===== config.mk =====
export PLATFORM = sky130hd
export DESIGN_NAME = text_code_frame_parser_core
export DESIGN_NICKNAME = d
export VERILOG_FILES = /design/src/rtl/core/tcfp_pkg.sv /design/src/rtl/core/tcfp_char_class.sv /design/src/rtl/core/tcfp_parse_fsm.sv /design/src/rtl/core/text_code_frame_parser_core.sv
export SDC_FILE = /design/constraint.sdc
export NUM_CORES = 1
export LEC_CHECK = 0
export BUFFER_PORTS_ARGS = -buffer_cell sky130_fd_sc_hd__buf_2
export CORE_MARGIN = 3
export CORE_UTILIZATION = 60
export CTS_BUF_LIST = sky130_fd_sc_hd__clkbuf_4
export CTS_CLUSTER_SIZE = 14
export DETAILED_ROUTE_END_ITERATION = 12
export HOLD_SLACK_MARGIN = 0.05
export PLACE_DENSITY = 0.82
export SYNTH_ARGS = -nofsm -noshare
export SYNTH_HDL_FRONTEND = slang
export SYNTH_SLANG_ARGS = --single-unit
export TNS_END_PERCENT = 100

===== constraint.sdc =====
create_clock -name clk -period 13.6 [get_ports clk]
set_clock_uncertainty 0.2 [all_clocks]
set_input_delay 0.68 -clock clk [delete_from_list [all_inputs] [get_ports clk]]
set_output_delay 0.68 -clock clk [all_outputs]
set_load 0.005 [all_outputs]

===== src/rtl/core/tcfp_pkg.sv =====
// Shared types and constants for the text code frame parser.
// No dependencies; every module of the parser imports this package.
`default_nettype none

package tcfp_pkg;

    localparam int unsigned NAME_MAX_LEN = 8;
    localparam int unsigned NAME_BYTES   = 8;
    localparam int unsigned DEC_MAX_DIGITS = 15;
    localparam int unsigned HEX_MAX_DIGITS = 16;
    localparam int unsigned BITS_MAX     = 255;

    localparam logic [7:0] CHR_NUL   = 8'h00;
    localparam logic [7:0] CHR_COLON = 8'h3A;
    localparam logic [7:0] CHR_SEMI  = 8'h3B;

    // Byte classification handed from the decoder to the parser.
    typedef struct packed {
        logic       is_nul;
        logic       is_colon;
        logic       is_semi;
        logic       is_dec;
        logic       is_hex;
        logic [3:0] nibble;
    } char_class_t;

    // One parse result.
    typedef struct packed {
        logic        frame_ok;
        logic [63:0] name_text;
        logic [3:0]  name_length;
        logic [7:0]  bit_count;
        logic [63:0] code_value;
    } frame_result_t;

endpackage

`default_nettype wire


===== src/rtl/core/tcfp_char_class.sv =====
// Byte decoder: flags delimiters and decimal/hex digits, gives the nibble value.
// Depends on tcfp_pkg.
`default_nettype none

module tcfp_char_class (
    input  wire logic [7:0]           text_byte,
    output tcfp_pkg::char_class_t     cls
);
    import tcfp_pkg::*;

    logic is_num;
    logic is_lower;
    logic is_upper;

    always_comb
    begin
        is_num   = (text_byte >= 8'h30) && (text_byte <= 8'h39);
        is_lower = (text_byte >= 8'h61) && (text_byte <= 8'h66);
        is_upper = (text_byte >= 8'h41) && (text_byte <= 8'h46);

        cls.is_nul   = (text_byte == CHR_NUL);
        cls.is_colon = (text_byte == CHR_COLON);
        cls.is_semi  = (text_byte == CHR_SEMI);
        cls.is_dec   = is_num;
        cls.is_hex   = is_num || is_lower || is_upper;

        // Letters a-f and A-F share the low nibble pattern 1..6.
        if (is_num)
        begin
            cls.nibble = text_byte[3:0];
        end
        else if (is_lower || is_upper)
        begin
            cls.nibble = text_byte[3:0] + 4'd9;
        end
        else
        begin
            cls.nibble = 4'd0;
        end
    end

endmodule

`default_nettype wire


===== src/rtl/core/tcfp_parse_fsm.sv =====
// Frame parser state machine: phase, name capture, decimal and hex accumulators.
// Depends on tcfp_pkg; classification comes from tcfp_char_class.
`default_nettype none

module tcfp_parse_fsm (
    input  wire logic                    clk,
    input  wire logic                    rst_n,
    input  wire logic                    step,
    input  wire logic [7:0]              text_byte,
    input  wire tcfp_pkg::char_class_t   cls,
    output logic                         emit,
    output tcfp_pkg::frame_result_t      result
);
    import tcfp_pkg::*;

    typedef enum logic [1:0] {
        PH_NAME,
        PH_BITS,
        PH_HEX,
        PH_SKIP
    } phase_t;

    phase_t      phase_reg,   phase_next;
    logic [63:0] name_reg,    name_next;
    logic [3:0]  name_cnt_reg, name_cnt_next;
    logic [7:0]  dec_acc_reg, dec_acc_next;
    logic        dec_ovf_reg, dec_ovf_next;
    logic [3:0]  dec_cnt_reg, dec_cnt_next;
    logic [63:0] hex_acc_reg, hex_acc_next;
    logic [4:0]  hex_cnt_reg, hex_cnt_next;

    logic        fail;
    logic        clear;
    logic [11:0] dec_sum;

    always_comb
    begin
        phase_next    = phase_reg;
        name_next     = name_reg;
        name_cnt_next = name_cnt_reg;
        dec_acc_next  = dec_acc_reg;
        dec_ovf_next  = dec_ovf_reg;
        dec_cnt_next  = dec_cnt_reg;
        hex_acc_next  = hex_acc_reg;
        hex_cnt_next  = hex_cnt_reg;
        fail          = 1'b0;
        clear         = 1'b0;
        emit          = 1'b0;
        result        = '0;

        dec_sum = {1'b0, dec_acc_reg, 3'b000} + {3'b000, dec_acc_reg, 1'b0}
                + {8'd0, text_byte[3:0]};

        if (cls.is_nul)
        begin
            // End of string: report failure unless already decided.
            emit       = (phase_reg != PH_SKIP);
            phase_next = PH_NAME;
            clear      = 1'b1;
        end
        else
        begin
            unique case (phase_reg)
                PH_NAME:
                begin
                    if (cls.is_colon)
                    begin
                        if (name_cnt_reg == 4'd0)
                            fail = 1'b1;
                        else
                            phase_next = PH_BITS;
                    end
                    else if (name_cnt_reg >= 4'(NAME_MAX_LEN))
                    begin
                        fail = 1'b1;
                    end
                    else
                    begin
                        for (int i = 0; i < NAME_BYTES; i++)
                        begin
                            if (name_cnt_reg[2:0] == 3'(i))
                                name_next[8*i +: 8] = text_byte;
                        end
                        name_cnt_next = name_cnt_reg + 4'd1;
                    end
                end
                PH_BITS:
                begin
                    if (cls.is_colon)
                    begin
                        if ((dec_cnt_reg == 4'd0) || dec_ovf_reg || (dec_acc_reg == 8'd0))
                            fail = 1'b1;
                        else
                            phase_next = PH_HEX;
                    end
                    else if (!cls.is_dec || (dec_cnt_reg >= 4'(DEC_MAX_DIGITS)))
                    begin
                        fail = 1'b1;
                    end
                    else
                    begin
                        dec_cnt_next = dec_cnt_reg + 4'd1;
                        dec_acc_next = dec_sum[7:0];
                        if (dec_sum > 12'(BITS_MAX))
                            dec_ovf_next = 1'b1;
                    end
                end
                PH_HEX:
                begin
                    if (cls.is_semi)
                    begin
                        if (hex_cnt_reg == 5'd0)
                        begin
                            fail = 1'b1;
                        end
                        else
                        begin
                            emit               = 1'b1;
                            result.frame_ok    = 1'b1;
                            result.name_text   = name_reg;
                            result.name_length = name_cnt_reg;
                            result.bit_count   = dec_acc_reg;
                            result.code_value  = hex_acc_reg;
                            phase_next         = PH_SKIP;
                            clear              = 1'b1;
                        end
                    end
                    else if (!cls.is_hex || (hex_cnt_reg >= 5'(HEX_MAX_DIGITS)))
                    begin
                        fail = 1'b1;
                    end
                    else
                    begin
                        hex_cnt_next = hex_cnt_reg + 5'd1;
                        hex_acc_next = {hex_acc_reg[59:0], cls.nibble};
                    end
                end
                PH_SKIP:
                begin
                    // Drop bytes until the terminating NUL.
                end
                default:
                begin
                    phase_next = PH_SKIP;
                end
            endcase

            if (fail)
            begin
                emit       = 1'b1;
                phase_next = PH_SKIP;
                clear      = 1'b1;
            end
        end

        if (clear)
        begin
            name_next     = '0;
            name_cnt_next = '0;
            dec_acc_next  = '0;
            dec_ovf_next  = 1'b0;
            dec_cnt_next  = '0;
            hex_acc_next  = '0;
            hex_cnt_next  = '0;
        end
    end

    always_ff @(posedge clk or negedge rst_n)
    begin
        if (!rst_n)
        begin
            phase_reg    <= PH_NAME;
            name_reg     <= '0;
            name_cnt_reg <= '0;
            dec_acc_reg  <= '0;
            dec_ovf_reg  <= 1'b0;
            dec_cnt_reg  <= '0;
            hex_acc_reg  <= '0;
            hex_cnt_reg  <= '0;
        end
        else if (step)
        begin
            phase_reg    <= phase_next;
            name_reg     <= name_next;
            name_cnt_reg <= name_cnt_next;
            dec_acc_reg  <= dec_acc_next;
            dec_ovf_reg  <= dec_ovf_next;
            dec_cnt_reg  <= dec_cnt_next;
            hex_acc_reg  <= hex_acc_next;
            hex_cnt_reg  <= hex_cnt_next;
        end
    end

endmodule

`default_nettype wire


===== src/rtl/core/text_code_frame_parser_core.sv =====
// Top level of the text code frame parser: input register, parse step, result register.
// Depends on tcfp_pkg, tcfp_char_class and tcfp_parse_fsm.
//
// Usage:
//   Input channel (in_valid/in_ready/text_byte) carries one byte of a frame
//   NAME:BITS:HEX; per request, terminated by a NUL byte. Output channel
//   (out_valid/out_ready) carries at most one result per frame: frame_ok with
//   the packed name, its length, the bit count and the code value, or all
//   fields zero on a failed frame.
//   Timing: a byte is held in the input register and is parsed as it
//   leaves; a result it decides is loaded into the output register when
//   that byte moves on, and out_valid rises with it.
//   Throughput: one byte per cycle unless stalled as below, set by the
//   combinational parse step between the input and output registers.
//   Stall: when the output register holds an untaken result and the next byte
//   would decide another, that byte waits in the input register and in_ready
//   drops. Bytes that decide nothing keep flowing.
//   Reset: both registers empty, parser back in the name phase with all
//   fields cleared.
`default_nettype none

module text_code_frame_parser_core (
    input  wire logic        clk,
    input  wire logic        rst_n,
    input  wire logic        in_valid,
    output logic             in_ready,
    input  wire logic [7:0]  text_byte,
    output logic             out_valid,
    input  wire logic        out_ready,
    output logic             frame_ok,
    output logic [63:0]      name_text,
    output logic [3:0]       name_length,
    output logic [7:0]       bit_count,
    output logic [63:0]      code_value
);
    import tcfp_pkg::*;

    logic          in_valid_reg;
    logic [7:0]    in_byte_reg;
    logic          out_valid_reg;
    frame_result_t out_data_reg;

    char_class_t   cls;
    frame_result_t result;
    logic          emit;
    logic          out_free;
    logic          advance;

    tcfp_char_class u_class (
        .text_byte (in_byte_reg),
        .cls       (cls)
    );

    tcfp_parse_fsm u_fsm (
        .clk       (clk),
        .rst_n     (rst_n),
        .step      (advance),
        .text_byte (in_byte_reg),
        .cls       (cls),
        .emit      (emit),
        .result    (result)
    );

    assign out_free = !out_valid_reg || out_ready;
    // Hold the byte only when it decides a result that has nowhere to go.
    assign advance  = in_valid_reg && (!emit || out_free);
    assign in_ready = !in_valid_reg || advance;

    always_ff @(posedge clk or negedge rst_n)
    begin
        if (!rst_n)
        begin
            in_valid_reg  <= 1'b0;
            out_valid_reg <= 1'b0;
        end
        else
        begin
            if (in_ready)
                in_valid_reg <= in_valid;
            if (advance && emit)
                out_valid_reg <= 1'b1;
            else if (out_ready)
                out_valid_reg <= 1'b0;
        end
    end

    always_ff @(posedge clk)
    begin
        if (in_ready && in_valid)
            in_byte_reg <= text_byte;
        if (advance && emit)
            out_data_reg <= result;
    end

    assign out_valid   = out_valid_reg;
    assign frame_ok    = out_data_reg.frame_ok;
    assign name_text   = out_data_reg.name_text;
    assign name_length = out_data_reg.name_length;
    assign bit_count   = out_data_reg.bit_count;
    assign code_value  = out_data_reg.code_value;

endmodule

`default_nettype wire


# After elaboration in Yosys (flattened, before gate mapping)
# Index checks and enable logic that the tools add are counted.
[word_totals]
reg_bits = 303
[classes]
add_sub_neg = 6
magnitude_cmp = 10
eq_ne = 24
mux = 75
bitwise = 2
reduce_logical = 57
[op_table]
columns = ["op", "n"]
rows = [
  ["$mux W64", 10],
  ["$mux W141", 1],
  ["$mux W8", 13],
  ["$reduce_and A6 Y1", 9],
  ["$mux W4", 12],
  ["$reduce_bool A2 Y1", 13],
  ["$mux W5", 5],
  ["$mux W1", 24],
  ["$eq A8 B6 Y1 const B", 2],
  ["$ge A8 B7 Y1 const B", 2],
  ["$le A8 B7 Y1 const B", 2],
  ["$logic_not A8 Y1", 2],
  ["$mux W2", 8],
  ["$reduce_and A5 Y1", 3],
  ["$add A11 B9 Y12", 1],
  ["$add A12 B4 Y12", 1],
  ["$eq A3 B3 Y1 const B", 4],
  ["$gt A12 B8 Y1 const B", 1],
  ["$ne A2 B1 Y1 const B", 6],
  ["$ne A4 B3 Y1 const B", 3],
  ["$ne A4 B4 Y1 const B", 3],
  ["$logic_or A1 B1 Y1", 10],
  ["$add A4 B1 Y4 const B", 2],
  ["$ge A4 B4 Y1 const B", 2],
  ["other kinds (23)", 35],
]

# Logic depth before layout (Yosys ltp)
# Gate-level depths: netlist of run 1.
[logic_depth]
depth_word = 17
ltp_mapped = 13
depth_no_buf = 11

# Cells and area by module
# From an unflattened synthesis of run 1, not the netlist that was laid out.
[hier_totals]
cells_unflattened = 847
hier_area_um2 = 12235.5
[by_module_without_submodules]
columns = ["mod", "instances", "cells_per_inst", "area_per_inst_um2"]
rows = [
  ["tcfp_parse_fsm", 1, 652, 7379.6],
  ["text_code_frame_parser_core", 1, 159, 4580.6],
  ["tcfp_char_class", 1, 36, 275.3],
]

# Least setup slack after synthesis of run 1
# OpenSTA, ideal clock, no wires.
[synth_path]
path_kind = "register to register"
start = "register in_byte_reg[0]"
end = "register out_data_reg, in the netlist bit_count[0] (enable)"
setup_time_ns = 0.644
t_arrival_ns = 8.134
required_time_ns = 12.756
slack_ns = 4.623
path_stages_with_launch = 11
period_less_slack_ns = 8.977
path_cell_list = "edfxtp_1 -> clkbuf_1 -> inv_1 -> ha_1 -> o21bai_1 -> o21ai_0 -> and3_1 -> o221ai_2 -> nand3_1 -> clkbuf_1 -> nor2_1"
[synth_via]
elab_chain_cells = 16
word_cells_on_any_way = 33
[synth_rtl]
columns = ["item", "line", "text"]
rows = [
  ["start: declaration", "text_code_frame_parser_core.sv:39", "logic [7:0] in_byte_reg;"],
  ["start signal: assignment", "text_code_frame_parser_core.sv:90", "in_byte_reg <= text_byte;"],
  ["$ge A8 B6 Y1, or another cell as far along", "tcfp_char_class.sv:17", "is_num = (text_byte >= 8'h30) && (text_byte <= 8'h39);"],
  ["$logic_and A1 B1 Y1 (on tied branches)", "tcfp_char_class.sv:17, tcfp_char_class.sv:18", ""],
  ["$logic_or A1 B1 Y1 (2 in series)", "tcfp_char_class.sv:25", "cls.is_hex = is_num || is_lower || is_upper;"],
  ["$logic_not A1 Y1", "tcfp_parse_fsm.sv:128", "else if (!cls.is_hex || (hex_cnt_reg >= 5'(HEX_MAX_DIGITS)))"],
  ["$logic_or A1 B1 Y1", "tcfp_parse_fsm.sv:128", ""],
  ["$mux W1", "tcfp_parse_fsm.sv:128", ""],
  ["$mux W1", "tcfp_parse_fsm.sv:110", "if (cls.is_semi)"],
  ["$pmux W1 S3", "tcfp_parse_fsm.sv:63", "unique case (phase_reg)"],
  ["$mux W1", "tcfp_parse_fsm.sv:54", "if (cls.is_nul)"],
  ["$mux W1", "tcfp_parse_fsm.sv:148", "if (fail)"],
  ["$mux W1 *", "tcfp_parse_fsm.sv:54", ""],
  ["$logic_not A1 Y1", "text_code_frame_parser_core.sv:66", "assign advance = in_valid_reg && (!emit || out_free);"],
  ["$logic_or A1 B1 Y1", "text_code_frame_parser_core.sv:66", ""],
  ["$logic_and A1 B1 Y1", "text_code_frame_parser_core.sv:66", ""],
  ["$logic_and A1 B1 Y1 *", "text_code_frame_parser_core.sv:91", "if (advance && emit)"],
  ["end signal: assignment", "text_code_frame_parser_core.sv:92", "out_data_reg <= result;"],
  ["end: declaration", "text_code_frame_parser_core.sv:41", "frame_result_t out_data_reg;"],
]
# Mark *: on every way between the ends. The rest lies on a longest branch, timed or not. The select of a mux whose other input is x is not followed.
# A chain may end at the register's enable or synchronous reset.

# Worst setup path in the final report of run 1
[layout_path]
start = "register in_byte_reg[6]"
end = "output in_ready"
[layout_via]
elab_chain_cells = 16
word_cells_on_any_way = 33
[layout_rtl]
columns = ["item", "line", "text"]
rows = [
  ["$ge A8 B6 Y1, or another cell as far along", "tcfp_char_class.sv:17", ""],
  ["$logic_and A1 B1 Y1 (on tied branches)", "tcfp_char_class.sv:17, tcfp_char_class.sv:18", ""],
  ["$logic_or A1 B1 Y1 (2 in series)", "tcfp_char_class.sv:25", ""],
  ["$logic_not A1 Y1", "tcfp_parse_fsm.sv:128", ""],
  ["$logic_or A1 B1 Y1", "tcfp_parse_fsm.sv:128", ""],
  ["$mux W1", "tcfp_parse_fsm.sv:128", ""],
  ["$mux W1", "tcfp_parse_fsm.sv:110", ""],
  ["$pmux W1 S3", "tcfp_parse_fsm.sv:63", ""],
  ["$mux W1", "tcfp_parse_fsm.sv:54", ""],
  ["$mux W1", "tcfp_parse_fsm.sv:148", ""],
  ["$mux W1 *", "tcfp_parse_fsm.sv:54", ""],
  ["$logic_not A1 Y1 *", "text_code_frame_parser_core.sv:66", ""],
  ["$logic_or A1 B1 Y1 *", "text_code_frame_parser_core.sv:66", ""],
  ["$logic_and A1 B1 Y1 *", "text_code_frame_parser_core.sv:66", ""],
  ["$logic_or A1 B1 Y1 *", "text_code_frame_parser_core.sv:67", "assign in_ready = !in_valid_reg || advance;"],
  ["end: declaration", "text_code_frame_parser_core.sv:26", "output logic in_ready,"],
]
# Marks and branches as above.

==> results.rst, run 1 <==
.. list-table::
   :header-rows: 1

   * - Metric
     - Value
   * - Outcome
     - complete, no violations
   * - Slew at the pin closest to its max-slew limit
     - 1.06 ns
   * - Number of iterations in the first detailed-routing pass
     - 5
   * - Max Slew Vio Count
     - 0
   * - Starting Density
     - 61.8%
   * - Worst setup timing slack at the placement stage
     - 9.60 ns
   * - Maximum number of pins on one net before global-route repair
     - 103
   * - Unrepaired setup endpoints after global routing
     - false
   * - Number of DRC violations after detailed routing
     - 0
   * - Core Footprint
     - 20400 sq um
   * - Worst hold path class
     - input pin to register
   * - Die span in y
     - 151 um
   * - DR WL/cell
     - 18.4 um
   * - Number of nets produced by synthesis
     - 980
   * - Post-synth EDFFs
     - 149
   * - Sort of element at the start of the critical path
     - register
   * - Number of violations of the max-capacitance limit
     - 0
   * - Slack of the critical path
     - 9.06 ns
   * - Yosys reg bits
     - 303
   * - CTS H-tree lvls
     - 3
   * - Number of standard cells after synthesis
     - 932
   * - Clock transition at the registers of the reported paths
     - 0.07 ns
   * - Wire length of the first global-routing pass
     - 43500 um
   * - Netlist area before placement
     - 12600 sq um
   * - Finished Cell Area
     - 14500 sq um
   * - Number of warnings printed during yosys synthesis
     - 0
   * - Aggregate negative setup slack
     - 0 ns
   * - Minimum clock period
     - 4.54 ns
   * - Root buffer cell
     - sky130_fd_sc_hd__clkbuf_4
   * - Mapped Avg Cell Area
     - 13.6 sq um
   * - Top cells by area in the synthesized netlist
     - sky130_fd_sc_hd__edfxtp_1, sky130_fd_sc_hd__dfrtp_1, sky130_fd_sc_hd__and2_1
   * - Relative max-transition margin
     - 29.1%
   * - Buffer depth of the longest clock path
     - 3
   * - Crit path max fanout
     - 42
   * - Distinct cell type count after synthesis
     - 71
   * - Number of nets in the layout
     - 1175
   * - Vias in the first global route
     - 8299
   * - Aggregate global routing overflow
     - 0
   * - Required time of the critical path
     - 12.72 ns
   * - Placed cells
     - 1314
   * - Power per cell area
     - 177 nW/um^2
   * - Initial antenna violation count
     - 1
   * - Number of DRC violations after detailed-routing iteration 0
     - 750
   * - # IOs
     - 155
   * - Area share of the largest cell type after synthesis
     - 35.4%
   * - Clock insertion delay at the later pin of the skew report
     - 0.65 ns
   * - Final WL
     - 26700 um
   * - Remaining antenna violation count after routing
     - 0
   * - Share of layout cells above drive strength 1
     - 25.4%
   * - Type of the setup path with the least slack
     - register to output port
   * - Half-perimeter wire length of the detailed placement result
     - 17000 um
   * - CTS sink cnt
     - 303
   * - Number of placement rows
     - 52
   * - Peak clock frequency supported by timing
     - 220 MHz
   * - Number of resized instances in the post-cts repair step
     - 0
   * - Reg2reg path depth
     - 7
   * - Sequential share of the synthesized area
     - 65.9%
   * - Via count
     - 8319
   * - X dimension of the die
     - 151 um
   * - VDD IR-drop max
     - 0.133 mV
   * - Vias/cell
     - 5.72
   * - GR Util All Layers
     - 24.2%
   * - Fraction of registers with async set or reset after synthesis
     - 50.8%
   * - Most used flip-flop cell after synthesis
     - sky130_fd_sc_hd__dfrtp_1
   * - Hold path cells
     - 3
   * - Kind of end point of the critical path
     - output port
   * - DP Area
     - 13600 sq um
   * - Final worst path period share
     - 33.4%
   * - Post-synth top area cell
     - sky130_fd_sc_hd__edfxtp_1
   * - Leakage power figure
     - 0.00636 uW
   * - Fill cell instance count of the final layout
     - 1428
   * - Arrival time reported for the critical path endpoint
     - 3.66 ns
   * - Clock tree from TritonCTS
     - built
   * - Final GP Congestion
     - 0.901
   * - Number of buffers inserted during clock tree synthesis
     - 71
   * - Signed area change from the synthesized netlist to the final layout
     - 15.1%
   * - Number of input and output port buffers inserted
     - 154
   * - Final Hold Violating Endpoints
     - 0
   * - Setup-failing EPs final
     - 0
   * - Die area
     - 22800 sq um
   * - Number of standard cells in the layout, taps in and fillers out
     - 1454
==> final timing paths <==
path | start | to | slack [ns]
max | in_byte_reg[6]$_DFFE_PP_ | in_ready | 9.06
min | out_ready | out_valid$_DFFE_PN0P_ | 0.25
max reg2reg | in_byte_reg[6]$_DFFE_PP_ | code_value[62]$_SDFFCE_PP0P_ | 9.53
min reg2reg | u_fsm.name_reg[25]$_DFFE_PN0P_ | u_fsm.name_reg[25]$_DFFE_PN0P_ | 0.28
max in group asynchronous | rst_n | u_fsm.dec_acc_reg[5]$_DFFE_PN0P_ | 11.36
min in group asynchronous | rst_n | u_fsm.hex_acc_reg[23]$_DFFE_PN0P_ | 0.43
==> power breakdown <==
part	internal [uW]	leakage, uW	total [uW]	switching, uW
Clock	356	0.000530	699	342
Combinational	206	0.00229	597	391
Sequential	1190	0.00354	1280	95.0
==> synthesized netlist by cell type, types with 12 or more instances <==
master,instances
sky130_fd_sc_hd__a21oi_1,14
sky130_fd_sc_hd__a22o_1,75
sky130_fd_sc_hd__and2_1,142
sky130_fd_sc_hd__buf_2,12
sky130_fd_sc_hd__clkbuf_1,27
sky130_fd_sc_hd__dfrtp_1,154
sky130_fd_sc_hd__edfxtp_1,149
sky130_fd_sc_hd__ha_1,34
sky130_fd_sc_hd__inv_1,18
sky130_fd_sc_hd__nand2_1,67
sky130_fd_sc_hd__nand3_1,27
sky130_fd_sc_hd__nor2_1,18
sky130_fd_sc_hd__o21ai_0,43
sky130_fd_sc_hd__o2bb2ai_1,32
==> cells by family (layout without fill, tap and decap cells) <==
logic type / count (synthesis) / in the layout / synth area share [%]
buffers and inverters: 71 / 321 / 2.85
AND/OR/NAND/NOR: 296 / 296 / 13.5
flip-flops: 303 / 303 / 65.9
multiplexers: 5 / 5 / 0.406
XOR/XNOR: 4 / 4 / 0.277
other: 0 / 2 / 0
adder cells (fa/ha/maj): 36 / 36 / 3.69
AO/OA/AOI/OAI: 217 / 217 / 13.3
==> per-layer routing <==
layer / routed length (um) / track usage (%) / up-vias
met5: 0 / 0 / -
met4: 680 / 8.84 / 0
met3: 1640 / 4.58 / 58
met2: 12900 / 37.7 / 297
met1: 11500 / 34.4 / 4103
li1: - / - / 3861
==> layout by cell type, fill, tap and decap left out, types with 4 or more instances in the layout <==
master	count
sky130_fd_sc_hd__nor2_1	17
sky130_fd_sc_hd__a21o_1	7
sky130_fd_sc_hd__buf_4	10
sky130_fd_sc_hd__edfxtp_1	149
sky130_fd_sc_hd__clkbuf_4	105
sky130_fd_sc_hd__a22o_1	75
sky130_fd_sc_hd__mux2i_1	4
sky130_fd_sc_hd__a21oi_1	14
sky130_fd_sc_hd__clkinv_1	18
sky130_fd_sc_hd__a22oi_1	8
sky130_fd_sc_hd__nor4_1	4
sky130_fd_sc_hd__ha_1	34
sky130_fd_sc_hd__inv_1	18
sky130_fd_sc_hd__dlygate4sd3_1	10
sky130_fd_sc_hd__nand2_1	67
sky130_fd_sc_hd__o22ai_1	5
sky130_fd_sc_hd__o2bb2ai_1	32
sky130_fd_sc_hd__buf_2	153
sky130_fd_sc_hd__nand2b_1	5
sky130_fd_sc_hd__o31ai_1	5
sky130_fd_sc_hd__dfrtp_1	154
sky130_fd_sc_hd__nand3_1	27
sky130_fd_sc_hd__o21ai_0	43
sky130_fd_sc_hd__and2_1	142
==> layout make-up <==
| class | count | area [sq um] | area share (%) |
|---|---|---|---|
| repair buffers | 174 | 952 | 6.55 |
| flip-flops and latches | 303 | 8330 | 57.3 |
| clock inverters | 23 | 93.8 | 0.645 |
| clock buffers | 105 | 788 | 5.42 |
| diodes | 2 | 5.00 | 0.0344 |
| well taps | 270 | 338 | 2.32 |
| multi-input cells | 558 | 3960 | 27.3 |
| inverters | 19 | 71.3 | 0.491 |
==> through the flow <==
| step | hold WS (ns) | util [%] | total power, uW |
|---|---|---|---|
| floorplan | 0.184 | - | 1690 |
| global placement | 0.264 | 66.3 | 1870 |
| detailed placement | 0.266 | 66.3 | 1890 |
| CTS | 0.221 | 71.1 | 2600 |
| global route | 0.256 | 71.2 | 2730 |
| finish | 0.251 | 71.2 | 2580 |
==> repair_timing <==
action / CTS / global route
setup buffers: 0 / 0
hold endpoints to repair: 91 / 0
hold buffers: 10 / 0
==> worst max-delay path, cell delays in order, from the launching register on <==
cell and delay (ns):
sky130_fd_sc_hd__edfxtp_1 0.61, sky130_fd_sc_hd__nand4bb_1 0.52, sky130_fd_sc_hd__nor4b_4 0.39, sky130_fd_sc_hd__buf_4 0.39, sky130_fd_sc_hd__nor4_2 0.12, sky130_fd_sc_hd__o221a_2 0.26
sky130_fd_sc_hd__nor2_4 0.34, sky130_fd_sc_hd__nand3_1 0.19, sky130_fd_sc_hd__buf_2 0.17
Power figures use the tool's default switching activity.
==> run 2: changes to the inputs <==
--- a/config.mk
+++ b/config.mk
@@ -7,12 +7,12 @@
 export LEC_CHECK = 0
 export BUFFER_PORTS_ARGS = -buffer_cell sky130_fd_sc_hd__buf_2
 export CORE_MARGIN = 3
-export CORE_UTILIZATION = 60
+export CORE_UTILIZATION = 54
 export CTS_BUF_LIST = sky130_fd_sc_hd__clkbuf_4
 export CTS_CLUSTER_SIZE = 14
 export DETAILED_ROUTE_END_ITERATION = 12
 export HOLD_SLACK_MARGIN = 0.05
-export PLACE_DENSITY = 0.82
+export PLACE_DENSITY = 0.78
 export SYNTH_ARGS = -nofsm -noshare
 export SYNTH_HDL_FRONTEND = slang
 export SYNTH_SLANG_ARGS = --single-unit
==> constraint.sdc (replaced) <==
create_clock -name clk -period 3.68 [get_ports clk]
set_clock_uncertainty 0.2 [all_clocks]
set_input_delay 0.184 -clock clk [delete_from_list [all_inputs] [get_ports clk]]
set_output_delay 0.184 -clock clk [all_outputs]
set_load 0.005 [all_outputs]
==> run 2 against run 1 <==
Compared with the run above: final cell count grew 6.4%; setup slack lost 8.8 ns; hold slack gained 0.034 ns; via count grew 2.8%; register-to-register slack lost 9.3 ns; sequential share of layout area shrank 2.7 points; cell area grew 4.9%; clock-buffer cell count grew 21; clock power grew to 4.3 times the previous value; flip-flop and latch count is the same.
==> results.rst, run 2 (same netlist as run 1, synthesis figures left out) <==
.. list-table::
   :header-rows: 1

   * - Metric
     - Value
   * - Outcome
     - complete, no violations
   * - Starting Density
     - 55.4% (-6.4 points)
   * - Number of iterations in the first detailed-routing pass
     - 6 (+1)
   * - Signed area change from the synthesized netlist to the final layout
     - 20.8%
   * - Combinational share of power
     - 24.3% (+1.1 points)
   * - Destination of the worst register-to-register timing path
     - u_fsm.name_reg[50]$_DFFE_PN0P_
   * - Most frequent cells in the layout
     - sky130_fd_sc_hd__dfrtp_1, sky130_fd_sc_hd__buf_2, sky130_fd_sc_hd__edfxtp_1
   * - Power per cell area
     - 670 nW/um^2 (+280%)
   * - Vias/cell
     - 5.53 (-3.4%)
   * - Half-perimeter wire length of the detailed placement result
     - 17700 um (+3.7%)
   * - Hold path cells
     - 1 (-2)
   * - Number of violations of the max-capacitance limit
     - 0 (unchanged)
   * - Worst hold path class
     - register to register
   * - Top Usage Layer GRT
     - met2
   * - Final GP Congestion
     - 0.955 (+6.0%)
   * - Sort of element at the start of the critical path
     - register
   * - Buffer depth of the longest clock path
     - 3 (unchanged)
   * - Switching pwr
     - 3230 uW (+290%)
   * - Clock transition at the registers of the reported paths
     - 0.06 ns (about the same)
   * - Number of DRC violations after detailed-routing iteration 0
     - 669 (-11%)
   * - Terminating pin of the worst hold path
     - u_fsm.name_reg[10]$_DFFE_PN0P_
   * - Worst hold path startpoint
     - u_fsm.name_reg[10]$_DFFE_PN0P_
   * - CTS sink cnt
     - 303 (unchanged)
   * - Peak clock frequency supported by timing
     - 292 MHz
   * - Wire length of the first global-routing pass
     - 45300 um (+4.1%)
   * - Final Hold Violating Endpoints
     - 0 (unchanged)
   * - Total internal power
     - 6980 uW (+300%)
   * - Clock tree from TritonCTS
     - built
   * - Number of buffers inserted during clock tree synthesis
     - 75 (+5.6%)
   * - Fraction of power spent switching nets
     - 31.6% (-0.48 points)
   * - Worst-path cell chain
     - inv_2, ha_1, nand3b_1, o211a_1, nor4_2, o221a_2, buf_4, o21ai_0, a21oi_1, o21ai_0
   * - Global-route met1 utilization
     - 31.5% (-2.9 points)
   * - Commonest non-fill, non-tap cell in the layout
     - sky130_fd_sc_hd__dfrtp_1
   * - Final worst path period share
     - 92.9%
   * - Clock insertion delay at the later pin of the skew report
     - 0.71 ns (+0.06 ns)
   * - Required time of the critical path
     - 3.99 ns (-8.73 ns)
   * - Relative max-transition margin
     - 44.6% (+16 points)
   * - Slew at the pin closest to its max-slew limit
     - 0.826 ns (-0.238 ns)
   * - DR WL/cell
     - 18.1 um (-1.5%)
   * - Met3 Usage GRT
     - 5.25% (+0.68 points)
   * - Arrival time reported for the critical path endpoint
     - 3.73 ns (+0.07 ns)
   * - Minimum clock period
     - 3.42 ns
   * - Crit path max fanout
     - 8 (-81%)
   * - Setup-failing EPs final
     - 0 (unchanged)
   * - # IOs
     - 155 (unchanged)
   * - Number of input and output port buffers inserted
     - 154 (unchanged)
   * - Final WL
     - 28000 um (+4.8%)
   * - Number of DRC violations after detailed routing
     - 0 (unchanged)
   * - Type of the setup path with the least slack
     - register to register
   * - Reg2reg path depth
     - 10 (+3)
   * - Post-layout utilization of the core
     - 67.0% (-4.2 points)
   * - X dimension of the die
     - 159 um (+5.2%)
   * - Delay contributed by the slowest stage of the critical path
     - 0.53 ns (-0.08 ns)
   * - Global routing usage on met2
     - 33.0% (-4.7 points)
   * - Aggregate global routing overflow
     - 0 (unchanged)
   * - Portion of total power attributed to the clock network
     - 29.6% (+2.5 points)
   * - Most numerous cell on the critical path
     - sky130_fd_sc_hd__o21ai_0
   * - Number of standard cells in the layout, taps in and fillers out
     - 1547 (+6.4%)
   * - Leakage power figure
     - 0.00667 uW (+4.8%)
   * - Maximum number of pins on one net before global-route repair
     - 97 (-5.8%)
   * - VDD IR-drop max
     - 0.278 mV (+110%)
   * - Core Footprint
     - 22800 sq um (+11%)
   * - Vias in the first global route
     - 8617 (+3.8%)
   * - Die area
     - 25300 sq um (+11%)
   * - Remaining antenna violation count after routing
     - 0 (unchanged)
   * - R2R Path Start
     - in_byte_reg[0]$_DFFE_PP_
   * - Sequential Power Share
     - 46.1% (-3.6 points)
   * - CTS H-tree lvls
     - 3 (unchanged)
   * - Cell with the largest stage delay on the worst path
     - sky130_fd_sc_hd__a21oi_1
   * - Root buffer cell
     - sky130_fd_sc_hd__clkbuf_4
   * - Initial antenna violation count
     - 1 (unchanged)
   * - Die span in y
     - 159 um (+5.2%)
   * - Max Slew Vio Count
     - 0 (unchanged)
   * - Via count
     - 8548 (+2.8%)
   * - GR Util All Layers
     - 22.1% (-2.1 points)
   * - Min Hold Slack
     - 0.285 ns (+0.0342 ns)
   * - Placed cells
     - 1382 (+5.2%)
   * - Kind of end point of the critical path
     - register
   * - Unrepaired setup endpoints after global routing
     - false
   * - Number of nets in the layout
     - 1219 (+3.7%)
   * - Register-to-register setup slack
     - 0.26 ns (-9.27 ns)
   * - Share of layout cells above drive strength 1
     - 29.2% (+3.8 points)
   * - Number of placement rows
     - 55 (+5.8%)
-- run 2: cell count changes in the layout (fill, tap and decap cells not counted), moves of 3 or more --
cell and change:
sky130_fd_sc_hd__dlygate4sd3_1 +12, sky130_fd_sc_hd__ha_1 -3, sky130_fd_sc_hd__clkbuf_4 +21, sky130_fd_sc_hd__buf_4 +22, sky130_fd_sc_hd__clkinv_1 -11, sky130_fd_sc_hd__buf_12 +4
-- run 2: area by class of cell --
cell class              instances  area [sq um]
clock buffers                 126           946
clock inverters                13           115
flip-flops and latches        303          8330
inverters                      19          71.3
diodes                          1          2.50
repair buffers                213          1350
well taps                     313           392
fillers                      1659          7520
multi-input cells             559          4060
-- run 2: worst max-delay path, delay by kind of cell, from the launching register on --
family                     cells  cell delay, ns
AOI/OAI and AO/OA              5            1.49
adders and majority gates      1            0.18
buffers and inverters          2            0.33
DFF                            1            0.51
and+or+nand+nor                2            0.53
-- run 2: metrics by stage --
step / instance area, sq um / TNS (ns) / setup slack [ns] / power [uW]
after floorplan: 12700 / -135.69 / -0.962 / 6220
after global placement: 13900 / 0 / 0.240 / 7100
after detailed placement: 13900 / 0 / 0.127 / 7170
after CTS: 15200 / 0 / 0.0486 / 10200
after global routing: 15300 / 0 / 0.00882 / 10800
final: 15300 / 0 / 0.261 / 10200
-- run 2: power groups by stage --
stage / Combinational, uW / Sequential (uW) / Clock [uW]
floorplan: 1460 / 4770 / 0
global placement: 2340 / 4760 / 0
detailed placement: 2410 / 4760 / 0
CTS: 2440 / 4700 / 3090
global route: 2700 / 4780 / 3290
finish: 2490 / 4710 / 3020
-- run 2: what timing repair did --
action	in CTS	in global routing
hold buffers	23	0
hold endpoints to repair	114	0
gates resized for setup	0	2
setup endpoints to repair	0	38
buffers inserted	0	1
-- run 2: metal layers --
layer  up-vias  wire length (um)
li1       3952                 -
met1      4179             12200
met2       347             12800
met3        70              2160
met4         0               827
met5         -                 0
-- run 2: worst max-delay path by stage --
stage / from / endpoint / cells after the start / slack, ns
2_1_floorplan: in_byte_reg[1]$_DFFE_PP_ / bit_count[0]$_SDFFCE_PP0P_ / 8 / -0.96
3_3_place_gp: u_fsm.name_cnt_reg[0]$_DFFE_PN0P_ / u_fsm.phase_reg[1]$_DFFE_PN0P_ / 10 / 0.24
3_5_place_dp: u_fsm.name_cnt_reg[0]$_DFFE_PN0P_ / u_fsm.phase_reg[0]$_DFFE_PN0P_ / 10 / 0.13
4_1_cts: u_fsm.name_cnt_reg[0]$_DFFE_PN0P_ / in_ready / 9 / 0.05
5_1_grt: in_byte_reg[0]$_DFFE_PP_ / u_fsm.name_reg[50]$_DFFE_PN0P_ / 10 / 0.009
6_report: in_byte_reg[0]$_DFFE_PP_ / u_fsm.name_reg[50]$_DFFE_PN0P_ / 10 / 0.26
==> run 3: changes to the inputs <==
--- a/config.mk
+++ b/config.mk
@@ -6,13 +6,13 @@
 export NUM_CORES = 1
 export LEC_CHECK = 0
 export BUFFER_PORTS_ARGS = -buffer_cell sky130_fd_sc_hd__buf_2
+export CORE_ASPECT_RATIO = 0.5
 export CORE_MARGIN = 3
-export CORE_UTILIZATION = 54
-export CTS_BUF_LIST = sky130_fd_sc_hd__clkbuf_4
+export CORE_UTILIZATION = 45
 export CTS_CLUSTER_SIZE = 14
 export DETAILED_ROUTE_END_ITERATION = 12
 export HOLD_SLACK_MARGIN = 0.05
-export PLACE_DENSITY = 0.78
+export PLACE_DENSITY = 0.67
 export SYNTH_ARGS = -nofsm -noshare
 export SYNTH_HDL_FRONTEND = slang
 export SYNTH_SLANG_ARGS = --single-unit
==> run 3 against run 2 <==
Compared with the run above: fmax down 2.1%; flip-flop and latch count unchanged; highest routed layer unchanged; via count down 5.3%; critical path type unchanged; register-to-register slack worse by 0.07 ns; largest cell class unchanged; final cell count down 2.8%; non-clock buffer count down 15.
==> results.rst, run 3 (same netlist as run 1, synthesis figures left out) <==
.. list-table::
   :header-rows: 1

   * - Metric
     - Value
   * - Outcome
     - complete, no violations
   * - Unrepaired setup endpoints after global routing
     - false
   * - Number of iterations in the first detailed-routing pass
     - 5 (-1)
   * - Number of placement rows
     - 42 (-24%)
   * - Maximum number of pins on one net before global-route repair
     - 85 (-12%)
   * - Number of nets in the layout
     - 1156 (-5.2%)
   * - GR Util All Layers
     - 19.3% (-2.7 points)
   * - X dimension of the die
     - 243 um (+53%)
   * - Most frequent cells in the layout
     - sky130_fd_sc_hd__dfrtp_1, sky130_fd_sc_hd__buf_2, sky130_fd_sc_hd__edfxtp_1
   * - Finished Cell Area
     - 14900 sq um (-2.0%)
   * - DP Area
     - 14000 sq um (+0.62%)
   * - Remaining antenna violation count after routing
     - 0 (unchanged)
   * - Number of buffers inserted during clock tree synthesis
     - 27 (-64%)
   * - Vias/cell
     - 5.39 (-2.5%)
   * - Clock insertion delay at the later pin of the skew report
     - 0.55 ns (-0.16 ns)
   * - Arrival time reported for the critical path endpoint
     - 3.72 ns (about the same)
   * - Final worst path period share
     - 94.9% (+2.0 points)
   * - Relative max-transition margin
     - 44.3% (-0.30 points)
   * - Slew at the pin closest to its max-slew limit
     - 0.835 ns (+0.00903 ns)
   * - Final Power
     - 9980 uW (-2.3%)
   * - Final WL
     - 29600 um (+5.5%)
   * - Power per cell area
     - 668 nW/um^2 (-0.29%)
   * - Kind of end point of the critical path
     - register
   * - VDD IR-drop max
     - 0.345 mV (+24%)
   * - Peak clock frequency supported by timing
     - 286 MHz (-2.1%)
   * - Initial antenna violation count
     - 0 (-1)
   * - Via count
     - 8099 (-5.3%)
   * - Worst-path cell chain
     - or3_4, nand4bb_4, a211oi_4, nand2_1, a21oi_1, o21ai_4, buf_4, a22o_1
   * - # IOs
     - 155 (unchanged)
   * - Root buffer cell
     - sky130_fd_sc_hd__clkbuf_16
   * - Cell with the largest stage delay on the worst path
     - sky130_fd_sc_hd__a21oi_1
   * - Buffer depth of the longest clock path
     - 3 (unchanged)
   * - CTS sink cnt
     - 303 (unchanged)
   * - Minimum clock period
     - 3.49 ns (+0.0723 ns)
   * - Half-perimeter wire length of the detailed placement result
     - 19600 um (+11%)
   * - CP top delay family
     - compound AO/OA/AOI/OAI gates
   * - Final GP Congestion
     - 0.900 (-5.8%)
   * - Clock tree from TritonCTS
     - built
   * - Number of violations of the max-capacitance limit
     - 0 (unchanged)
   * - Number of DRC violations after detailed-routing iteration 0
     - 626 (-6.4%)
   * - Aggregate global routing overflow
     - 0 (unchanged)
   * - Clock transition at the registers of the reported paths
     - 0.07 ns (about the same)
   * - Sort of element at the start of the critical path
     - register
   * - Setup-failing EPs final
     - 0 (unchanged)
   * - Max Slew Vio Count
     - 0 (unchanged)
   * - Final Hold Violating Endpoints
     - 0 (unchanged)
   * - Share of layout cells above drive strength 1
     - 22.9% (-6.3 points)
   * - Crit path max fanout
     - 17 (+9)
   * - Required time of the critical path
     - 3.90 ns (-0.09 ns)
   * - Starting Density
     - 46.8% (-8.7 points)
   * - Signed area change from the synthesized netlist to the final layout
     - 18.3%
   * - Antenna diode instance count
     - 0 (-1)
   * - Number of input and output port buffers inserted
     - 154 (unchanged)
   * - Number of DRC violations after detailed routing
     - 0 (unchanged)
   * - Worst hold path class
     - input pin to asynchronous set/reset pin
   * - Sum of buffers and inverters on the critical path
     - 1 (-1)
   * - CTS H-tree lvls
     - 1 (-2)
   * - Core Footprint
     - 27000 sq um (+19%)
   * - Post-layout utilization of the core
     - 55.3% (-12 points)
   * - Commonest non-fill, non-tap cell in the layout
     - sky130_fd_sc_hd__dfrtp_1
   * - Die area
     - 30200 sq um (+20%)
   * - Fill cell instance count of the final layout
     - 2289 (+38%)
   * - Leakage power figure
     - 0.00638 uW (-4.4%)
   * - Type of the setup path with the least slack
     - register to register
   * - Wire length of the first global-routing pass
     - 47100 um (+4.1%)
   * - Vias in the first global route
     - 8263 (-4.1%)
   * - Die span in y
     - 124 um (-22%)
   * - Delay contributed by the slowest stage of the critical path
     - 0.60 ns (+0.07 ns)
   * - DR WL/cell
     - 19.7 um (+8.6%)
==> run 3: area by class of cell <==
class / instances / area (sq um) / area share, %
flip-flops and latches: 303 / 8330 / 55.7
repair buffers: 198 / 1210 / 8.10
multi-input cells: 559 / 4040 / 27.1
inverters: 19 / 71.3 / 0.477
clock buffers: 45 / 793 / 5.31
clock inverters: 5 / 30.0 / 0.201
well taps: 374 / 468 / 3.13
==> run 3: metrics by stage <==
stage | instances | hold WS [ns] | setup slack [ns] | setup TNS [ns]
global route | 1503 | 0.119 | 0.0462 | 0
finish | 1503 | 0.0596 | 0.189 | 0
global placement | 1441 | 0.0674 | 0.320 | 0
detailed placement | 1441 | 0.0877 | 0.226 | 0
floorplan | 932 | -0.312 | -0.962 | -135.69
CTS | 1502 | 0.0900 | 0.200 | 0
==> run 3: worst paths after layout <==
| check | from | end | slack (ns) | cells past startpoint |
|---|---|---|---|---|
| min in group clk | text_byte[5] | in_byte_reg[5]$_DFFE_PP_ | 0.16 | 2 |
| min reg2reg | u_fsm.name_reg[33]$_DFFE_PN0P_ | u_fsm.name_reg[33]$_DFFE_PN0P_ | 0.28 | 1 |
| max in group asynchronous | rst_n | u_fsm.name_reg[25]$_DFFE_PN0P_ | 2.32 | 3 |
| min | rst_n | u_fsm.hex_acc_reg[41]$_DFFE_PN0P_ | 0.06 | 2 |
| max reg2reg | in_byte_reg[4]$_DFFE_PP_ | u_fsm.hex_acc_reg[22]$_DFFE_PN0P_ | 0.19 | 8 |
| max | in_byte_reg[4]$_DFFE_PP_ | u_fsm.hex_acc_reg[22]$_DFFE_PN0P_ | 0.19 | 8 |
==> run 3: where the power goes <==
| part | switching [uW] | total (uW) | internal, uW |
|---|---|---|---|
| clock network | 1220 | 2690 | 1470 |
| logic | 1640 | 2590 | 952 |
| registers | 327 | 4700 | 4370 |
==> run 3: worst reg2reg max path: cells and delay by family (launching register included) <==
kind | cells | cell delay, ns
AOI/OAI and AO/OA | 4 | 1.47
and+or+nand+nor | 3 | 0.91
DFF | 1 | 0.52
buffers and inverters | 1 | 0.27
==> run 3: metal layers <==
| metal | up-vias | GRT usage, % | wire, um |
|---|---|---|---|
| met4 | 0 | 3.58 | 451 |
| met2 | 175 | 30.9 | 13900 |
| met5 | - | 0 | 0 |
| li1 | 3759 | - | - |
| met3 | 37 | 3.23 | 1190 |
| met1 | 4128 | 28.2 | 14100 |
==> run 3: timing repair <==
item | 4_1_cts | 5_1_grt
hold endpoints to repair | 101 | 0
setup endpoints to repair | 0 | 11
hold buffers | 11 | 0
setup buffers | 0 | 0
gates resized for setup | 0 | 0
